File: src/rtl/core/ysl_pkg.sv
package ysl_pkg;

  // Field and register widths.
  localparam int YAW_W      = 16;
  localparam int MAX_RATE_W = 15;
  localparam int MAX_STEP_W = 15;
  localparam int HZ_W       = 10;
  localparam int CFG_W      = 15;
  localparam int CFG_IDX_W  = 2;

  // Working width for heading differences, including one wrap of 2*pi.
  localparam int CALC_W = 19;
  // Width of the in-reach rate product (difference times items per second).
  localparam int PROD_W = 28;

  // Q3.13 angle constants.
  localparam logic signed [CALC_W-1:0] PI_Q13     = 19'sd25736;
  localparam logic signed [CALC_W-1:0] TWO_PI_Q13 = 19'sd51472;

  // Saturation limits of the raw rate.
  localparam logic signed [PROD_W-1:0] RATE_HI = 28'sd32767;
  localparam logic signed [PROD_W-1:0] RATE_LO = -28'sd32768;

  // Register indexes of the configuration port.
  localparam logic [CFG_IDX_W-1:0] REG_MAX_RATE     = 2'd0;
  localparam logic [CFG_IDX_W-1:0] REG_MAX_STEP     = 2'd1;
  localparam logic [CFG_IDX_W-1:0] REG_STEP_RATE_HZ = 2'd2;

  // Reset values of the registers.
  localparam logic [MAX_RATE_W-1:0] MAX_RATE_RST     = 15'd12868;
  localparam logic [MAX_STEP_W-1:0] MAX_STEP_RST     = 15'd257;
  localparam logic [HZ_W-1:0]       STEP_RATE_HZ_RST = 10'd50;

  typedef logic signed [YAW_W-1:0] yaw_t;

  typedef struct packed {
    logic [MAX_RATE_W-1:0] max_rate;
    logic [MAX_STEP_W-1:0] max_step;
    logic [HZ_W-1:0]       step_rate_hz;
  } cfg_t;

  typedef struct packed {
    yaw_t cmd;
    yaw_t rate;
  } step_res_t;

  // Brings a heading back into range by at most one turn.
  function automatic logic signed [CALC_W-1:0] wrap_once(input logic signed [CALC_W-1:0] y);
    logic signed [CALC_W-1:0] r;
    r = y;
    if (y > PI_Q13) begin
      r = y - TWO_PI_Q13;
    end else if (y < -PI_Q13) begin
      r = y + TWO_PI_Q13;
    end
    return r;
  endfunction

endpackage

File: src/rtl/core/ysl_in_if.sv
interface ysl_in_if;
  logic          valid;
  logic          ready;
  ysl_pkg::yaw_t present_yaw;
  ysl_pkg::yaw_t target_yaw;

  modport source (output valid, output present_yaw, output target_yaw, input ready);
  modport sink   (input valid, input present_yaw, input target_yaw, output ready);
endinterface

File: src/rtl/core/ysl_out_if.sv
interface ysl_out_if;
  logic          valid;
  logic          ready;
  ysl_pkg::yaw_t yaw_cmd;
  ysl_pkg::yaw_t yaw_rate_cmd;

  modport source (output valid, output yaw_cmd, output yaw_rate_cmd, input ready);
  modport sink   (input valid, input yaw_cmd, input yaw_rate_cmd, output ready);
endinterface

File: src/rtl/core/yaw_slew_limiter_unit.sv
// Heading slew limiter with wrap-around. Each input word carries a present and a
// desired heading in signed Q3.13 radians; the block steps towards the desired
// heading along the shorter way round the circle, limits the step to max_step and
// wraps a result that leaves plus or minus pi. Each output word carries that
// command together with a smoothed yaw rate: the raw rate (plus or minus max_rate
// for a limited step or a reach across the wrap, otherwise the difference times
// step_rate_hz saturated to 16 bits) averaged with the previous smoothed rate.
// The block takes one word per clock cycle and delivers one word per cycle while
// the output is not stalled by out_ch.ready; a word accepted at an edge enters
// the input register, then passes the step register and the output register,
// where it is presented. The smoothing recurrence closes within the last of
// these stages, so it does not hold back the flow of words.
// Registers must only be written while no words are in flight.
module yaw_slew_limiter_unit (
  input  logic                           clk,
  input  logic                           rst,
  ysl_in_if.sink                         in_ch,
  ysl_out_if.source                      out_ch,
  input  logic                           cfg_we,
  input  logic [ysl_pkg::CFG_IDX_W-1:0]  cfg_index,
  input  logic [ysl_pkg::CFG_W-1:0]      cfg_data
);
  import ysl_pkg::*;

  // Configuration registers.
  cfg_t cfg;

  // Input register stage.
  logic s1_valid;
  yaw_t s1_cur;
  yaw_t s1_tgt;
  logic s1_ready;

  // Step register stage: command and raw rate.
  logic      s2_valid;
  step_res_t s2_res;
  logic      s2_ready;
  step_res_t step_res;

  // Output register stage and smoothing state.
  logic o_valid;
  yaw_t o_cmd;
  yaw_t o_rate;
  logic o_ready;
  yaw_t smoothed_rate;
  yaw_t avg;

  // Each stage takes a new word when it is empty or its word moves on.
  assign o_ready  = !o_valid || out_ch.ready;
  assign s2_ready = !s2_valid || o_ready;
  assign s1_ready = !s1_valid || s2_ready;

  assign in_ch.ready         = s1_ready;
  assign out_ch.valid        = o_valid;
  assign out_ch.yaw_cmd      = o_cmd;
  assign out_ch.yaw_rate_cmd = o_rate;

  ysl_step u_step (
    .cfg         (cfg),
    .present_yaw (s1_cur),
    .target_yaw  (s1_tgt),
    .res         (step_res)
  );

  ysl_avg u_avg (
    .smoothed (smoothed_rate),
    .raw      (s2_res.rate),
    .avg      (avg)
  );

  // Control state, configuration and the smoothed rate.
  always_ff @(posedge clk) begin
    if (rst) begin
      cfg.max_rate     <= MAX_RATE_RST;
      cfg.max_step     <= MAX_STEP_RST;
      cfg.step_rate_hz <= STEP_RATE_HZ_RST;
      s1_valid         <= 1'b0;
      s2_valid         <= 1'b0;
      o_valid          <= 1'b0;
      smoothed_rate    <= '0;
    end else begin
      if (cfg_we) begin
        unique case (cfg_index)
          REG_MAX_RATE:     cfg.max_rate     <= cfg_data[MAX_RATE_W-1:0];
          REG_MAX_STEP:     cfg.max_step     <= cfg_data[MAX_STEP_W-1:0];
          REG_STEP_RATE_HZ: cfg.step_rate_hz <= cfg_data[HZ_W-1:0];
          default: begin
            // Writes beyond the register list are ignored.
          end
        endcase
      end
      if (s1_ready) begin
        s1_valid <= in_ch.valid;
      end
      if (s2_ready) begin
        s2_valid <= s1_valid;
      end
      if (o_ready) begin
        o_valid <= s2_valid;
      end
      // The smoothed rate advances exactly once per word, as it enters the output.
      if (o_ready && s2_valid) begin
        smoothed_rate <= avg;
      end
    end
  end

  // Payload registers.
  always_ff @(posedge clk) begin
    if (s1_ready && in_ch.valid) begin
      s1_cur <= in_ch.present_yaw;
      s1_tgt <= in_ch.target_yaw;
    end
    if (s2_ready && s1_valid) begin
      s2_res <= step_res;
    end
    if (o_ready && s2_valid) begin
      o_cmd  <= s2_res.cmd;
      o_rate <= avg;
    end
  end

endmodule

File: src/rtl/core/ysl_step.sv
module ysl_step (
  input  ysl_pkg::cfg_t      cfg,
  input  ysl_pkg::yaw_t      present_yaw,
  input  ysl_pkg::yaw_t      target_yaw,
  output ysl_pkg::step_res_t res
);
  import ysl_pkg::*;

  logic signed [CALC_W-1:0] cur;
  logic signed [CALC_W-1:0] tgt;
  logic signed [CALC_W-1:0] d;
  logic signed [CALC_W-1:0] step;
  logic signed [CALC_W-1:0] mrate;
  logic signed [CALC_W-1:0] neg_mrate;
  logic signed [CALC_W-1:0] down;
  logic signed [CALC_W-1:0] up;
  logic signed [CALC_W-1:0] cmd;
  logic signed [PROD_W-1:0] prod;
  yaw_t                     sat;
  yaw_t                     rate;

  assign cur       = {{(CALC_W-YAW_W){present_yaw[YAW_W-1]}}, present_yaw};
  assign tgt       = {{(CALC_W-YAW_W){target_yaw[YAW_W-1]}}, target_yaw};
  assign step      = {{(CALC_W-MAX_STEP_W){1'b0}}, cfg.max_step};
  assign mrate     = {{(CALC_W-MAX_RATE_W){1'b0}}, cfg.max_rate};
  assign neg_mrate = -mrate;
  assign d         = tgt - cur;
  assign down      = wrap_once(cur - step);
  assign up        = wrap_once(cur + step);

  // Rate when the target is within reach: difference times items per second.
  assign prod = $signed({{(PROD_W-CALC_W){d[CALC_W-1]}}, d})
              * $signed({{(PROD_W-HZ_W){1'b0}}, cfg.step_rate_hz});

  always_comb begin
    if (prod > RATE_HI) begin
      sat = yaw_t'(RATE_HI[YAW_W-1:0]);
    end else if (prod < RATE_LO) begin
      sat = yaw_t'(RATE_LO[YAW_W-1:0]);
    end else begin
      sat = prod[YAW_W-1:0];
    end
  end

  always_comb begin
    priority if (d > PI_Q13) begin
      // The short way round is downward, across minus pi.
      cmd  = ((d - TWO_PI_Q13) < -step) ? down : tgt;
      rate = neg_mrate[YAW_W-1:0];
    end else if (d < -PI_Q13) begin
      cmd  = ((d + TWO_PI_Q13) > step) ? up : tgt;
      rate = mrate[YAW_W-1:0];
    end else if (d < -step) begin
      cmd  = down;
      rate = neg_mrate[YAW_W-1:0];
    end else if (d > step) begin
      cmd  = up;
      rate = mrate[YAW_W-1:0];
    end else begin
      cmd  = tgt;
      rate = sat;
    end
  end

  assign res.cmd  = cmd[YAW_W-1:0];
  assign res.rate = rate;

endmodule

File: src/rtl/core/ysl_avg.sv
module ysl_avg (
  input  ysl_pkg::yaw_t smoothed,
  input  ysl_pkg::yaw_t raw,
  output ysl_pkg::yaw_t avg
);
  import ysl_pkg::*;

  logic [YAW_W:0] sum;

  // Dropping the low bit of the extended sum rounds towards minus infinity.
  assign sum = {smoothed[YAW_W-1], smoothed} + {raw[YAW_W-1], raw};
  assign avg = sum[YAW_W:1];

endmodule

File: src/flat_wrapper.sv
// flat-port wrapper written by rule: the top's interface ports become plain ports
module yaw_slew_limiter_unit_flat import ysl_pkg::*;
  (clk, rst, cfg_we, cfg_index, cfg_data, in_ch_valid, in_ch_present_yaw, in_ch_target_yaw, in_ch_ready, out_ch_valid, out_ch_yaw_cmd, out_ch_yaw_rate_cmd, out_ch_ready);
  ysl_in_if in_ch_i ();
  ysl_out_if out_ch_i ();
  input  logic clk;
  input  logic rst;
  input  logic cfg_we;
  input  logic [ysl_pkg::CFG_IDX_W-1:0] cfg_index;
  input  logic [ysl_pkg::CFG_W-1:0] cfg_data;
  input wire logic [$bits(in_ch_i.valid)-1:0] in_ch_valid;
  input wire logic [$bits(in_ch_i.present_yaw)-1:0] in_ch_present_yaw;
  input wire logic [$bits(in_ch_i.target_yaw)-1:0] in_ch_target_yaw;
  output wire logic [$bits(in_ch_i.ready)-1:0] in_ch_ready;
  output wire logic [$bits(out_ch_i.valid)-1:0] out_ch_valid;
  output wire logic [$bits(out_ch_i.yaw_cmd)-1:0] out_ch_yaw_cmd;
  output wire logic [$bits(out_ch_i.yaw_rate_cmd)-1:0] out_ch_yaw_rate_cmd;
  input wire logic [$bits(out_ch_i.ready)-1:0] out_ch_ready;
  assign in_ch_i.valid = in_ch_valid;
  assign in_ch_i.present_yaw = in_ch_present_yaw;
  assign in_ch_i.target_yaw = in_ch_target_yaw;
  assign in_ch_ready = in_ch_i.ready;
  assign out_ch_valid = out_ch_i.valid;
  assign out_ch_yaw_cmd = out_ch_i.yaw_cmd;
  assign out_ch_yaw_rate_cmd = out_ch_i.yaw_rate_cmd;
  assign out_ch_i.ready = out_ch_ready;
  yaw_slew_limiter_unit u_core (.clk(clk), .rst(rst), .in_ch(in_ch_i), .out_ch(out_ch_i), .cfg_we(cfg_we), .cfg_index(cfg_index), .cfg_data(cfg_data));
endmodule
File: config.mk
export PLATFORM = sky130hd
export DESIGN_NAME = yaw_slew_limiter_unit_flat
export DESIGN_NICKNAME = d
export VERILOG_FILES = /design/src/rtl/core/ysl_pkg.sv /design/src/rtl/core/ysl_in_if.sv /design/src/rtl/core/ysl_out_if.sv /design/src/rtl/core/yaw_slew_limiter_unit.sv /design/src/rtl/core/ysl_step.sv /design/src/rtl/core/ysl_avg.sv /design/src/flat_wrapper.sv
export SDC_FILE = /design/constraint.sdc
export NUM_CORES = 1
export LEC_CHECK = 0
export BUFFER_PORTS_ARGS = -buffer_cell sky130_fd_sc_hd__buf_2
export CORE_MARGIN = 2
export CORE_UTILIZATION = 45
export DETAILED_ROUTE_END_ITERATION = 12
export HOLD_SLACK_MARGIN = 0.05
export PLACE_DENSITY_LB_ADDON = 0.05
export SYNTH_ARGS = -nofsm -noshare
export SYNTH_HDL_FRONTEND = slang
export SYNTH_HIERARCHICAL = 1
export SYNTH_SLANG_ARGS = --single-unit
File: constraint.sdc
create_clock -name clk -period 8.8 [get_ports clk]
set_clock_uncertainty 0.15 [all_clocks]
set_input_delay 0.44 -clock clk [delete_from_list [all_inputs] [get_ports clk]]
set_output_delay 0.44 -clock clk [all_outputs]
set_load 0.05 [all_outputs]
==> results.json <==
{
  "cpMostUsedCell": "fa_1",
  "cts_sinks": 155,
  "hold_viol": 0,
  "dpl.hpwl_um": 49400,
  "clock-root-buffer": "clkbuf_16",
  "numCtsBuffers": 17,
  "drc": 0,
  "cp_data_required_time_ps": 8950,
  "crit_path_top_delay_cell": "fa_1",
  "antenna_found_initial": 1,
  "area_growth_pct": 12.3,
  "start_util": 0.455,
  "layout_worst_path_cycle_share": 0.966,
  "period_needed_ps": 8500,
  "synth.cell_area_um2": 20100,
  "clock_latency_ps": 460,
  "fin_tns_setup_ps": 0,
  "fin_util": 0.511,
  "report.final.slew_viol_count": 0,
  "htreeDepth": 4,
  "rows": 77,
  "route.vias.total": 17400,
  "wl_per_cell_um": 20.2,
  "worstSetupPathType": "register to register",
  "syn_area_per_cell_um2": 8.68,
  "final_antenna_net_count": 0,
  "synth_compound_area_frac": 0.190,
  "max_freq_mhz": 118,
  "yosys_warnings": 6,
  "slew_headroom": 0.0718,
  "netlist_top_cells_area": "fa_1 15%, edfxtp_1 14%, ha_1 12%, dfxtp_1 5.9%, inv_1 5.4%",
  "io_pins": 88,
  "place_congestion": 0.989,
  "grt_start_max_net_pins": 86,
  "worst-endpoint-arrival_ps": 8650,
  "worst_slew_pin_slew_ps": 1370,
  "ir_worst_vdd_mv": 0.398,
  "synth_top_family_by_area": "adder cells",
  "cts_tree": "yes",
  "grt_overflow": 0,
  "synth_xor_area_frac": 0.0535,
  "die_height_um": 215,
  "yosysTopAreaCellShare": 0.155,
  "routed_wl_um": 61200,
  "fillers": 4305,
  "grt_pass1_wl_um": 94900,
  "yosys.area_share.adder": 0.275,
  "async_reset_ff_frac": 0,
  "hold_class": "input pin to register",
  "initialDrtViolationCount": 1375,
  "final_nets": 2829,
  "grt_pass1_vias": 16600,
  "status": "finished clean",
  "clk_path_buf_depth": 2,
  "worst_setup_path_start_kind": "register",
  "path_clk_slew_ps": 70,
  "end_kind": "register",
  "synth.distinct_cells": 109,
  "drv_cap": 0,
  "ys.flop_type": "edfxtp_1",
  "setup_violations": 0,
  "io_buffer_count": 87,
  "synth_seq_cells": 155,
  "synth_edf_count": 96,
  "core_um2": 44100,
  "track_usage": 0.265,
  "die_w_um": 215,
  "cp_slowest_stage_delay_ps": 550,
  "synth_nets": 2717,
  "yosys.area.top_type": "fa_1",
  "synth_mux_area_frac": 0.0141,
  "powerDensity_nw_per_um2": 367,
  "yosys.area_share.simple": 0.191,
  "crit_fanout": 22,
  "ys_seq_area_frac": 0.202,
  "avgViaCountPerCell": 5.75,
  "synth_cells": 2314,
  "n_antenna_cell": 0,
  "drive_above_1_share": 0.109,
  "firstDrtPassIters": 6,
  "cellLeakagePower_nw": 9.82,
  "die-area_um2": 46300
}
==> timing repair <==
item	4_1_cts	5_1_grt
resized for setup	11	35
setup buffers	2	5
hold buffers	32	0
pin swaps	3	9
endpoints found under the setup margin	16	16
endpoints found under the hold margin	32	0
==> stage by stage <==
step                      total power (W)  area [µm²]  hold WS, ps  std cells  worst slack [ps]
after floorplan                   0.00535       20100          250       2314               243
after global placement            0.00705       21300          250       2960              -174
after detailed placement          0.00706       21300          255       2960              -471
after CTS                         0.00799       22300         61.6       3026              10.2
after global routing              0.00904       22500         94.4       3031             -20.1
final                             0.00826       22500         95.3       3031               299
==> placed cells by master, fill, tap and decap left out, types with 51 or more instances in the layout <==
cell / Yosys / routed
and2_1: 84 / 83
o21ai_0: 63 / 59
ha_1: 194 / 192
nand2b_1: 51 / 51
nor3_1: 54 / 53
dfxtp_1: 59 / 59
nor2_1: 120 / 118
fa_1: 155 / 154
a21oi_1: 134 / 131
buf_4: 4 / 56
edfxtp_1: 96 / 96
nand2_1: 237 / 235
buf_2: 20 / 87
xnor2_1: 86 / 83
inv_1: 287 / 287
==> final cells by class <==
cell class | instances | area (µm²) | share of cell area
clock buffers | 20 | 500 | 0.0222
flip-flops and latches | 155 | 4060 | 0.180
multi-input cells | 1783 | 14800 | 0.656
clock inverters | 12 | 114 | 0.00505
repair buffers | 180 | 1250 | 0.0555
inverters | 289 | 1080 | 0.0481
well taps | 592 | 741 | 0.0329
==> critical path, delay by kind of cell, from the launching register on <==
kind / cells / cell delay [ps]
fa+ha+maj: 7 / 3330
compound gates: 8 / 1810
simple gates: 7 / 1370
buf+inv: 5 / 670
flops: 1 / 500
xor+xnor: 2 / 470
==> synth_stat cells, types with 14 or more instances <==
master / count
inv_1: 287
nand2_1: 237
ha_1: 194
fa_1: 155
a21oi_1: 134
nor2_1: 120
edfxtp_1: 96
xnor2_1: 86
and2_1: 84
o21ai_0: 63
dfxtp_1: 59
clkbuf_1: 54
nor3_1: 54
nand2b_1: 51
nor2b_1: 42
a21o_1: 41
nand3_1: 41
xor2_1: 33
a211oi_1: 32
o211ai_1: 28
mux2i_1: 26
buf_2: 20
o21a_1: 20
a31oi_1: 16
nor4_1: 16
nand4_1: 15
o21bai_1: 14
==> power breakdown <==
part | leakage (nW) | total (W) | internal, W | switching, W
logic | 8.13 | 0.00651 | 0.00268 | 0.00383
registers | 1.39 | 0.000984 | 0.000924 | 0.0000603
clock network | 0.304 | 0.000764 | 0.000422 | 0.000342
==> layer usage <==
layer	track usage	share of wire	vias up	wire length [µm]
met3	0.0467	0.073	83	4470
met4	0.0770	0.022	2	1320
met2	0.397	0.43	556	26500
met5	0	0.00013	-	8
met1	0.389	0.47	8490	29000
li1	-	-	8284	-
==> path summary, 6_finish.rpt <==
path,from,to,slack [ps],depth (start not counted)
min reg2reg,u_core/s2_res[17],u_core/out_ch.yaw_cmd[1],270,0
min,cfg_data[13],u_core/cfg[38],100,3
max,u_core/s1_tgt[5],u_core/s2_res[14],300,29
max reg2reg,u_core/s1_tgt[5],u_core/s2_res[14],300,29
==> logic make-up (layout without fill, tap and decap cells) <==
| logic type | count (synthesis) | in the layout |
|---|---|---|
| xor gates and xnor gates | 121 | 121 |
| muxes | 28 | 28 |
| and+or+nand+nor | 750 | 750 |
| buffers and inverters | 376 | 501 |
| AOI/OAI and AO/OA | 535 | 535 |
| adders and majority gates | 349 | 349 |
| DFF | 155 | 155 |
==> sequential cells by signal, summed over array words and instances (netlist names) <==
name,count
u_core/s1_cur,16
u_core/s2_res,32
u_core/s1_valid,1
u_core/out_ch.valid,1
u_core/out_ch.yaw_cmd,16
u_core/s2_valid,1
u_core/out_ch.yaw_rate_cmd,16
u_core/cfg,40
u_core/s1_tgt,16
u_core/smoothed_rate,16
(Power assumes the default switching activity.)
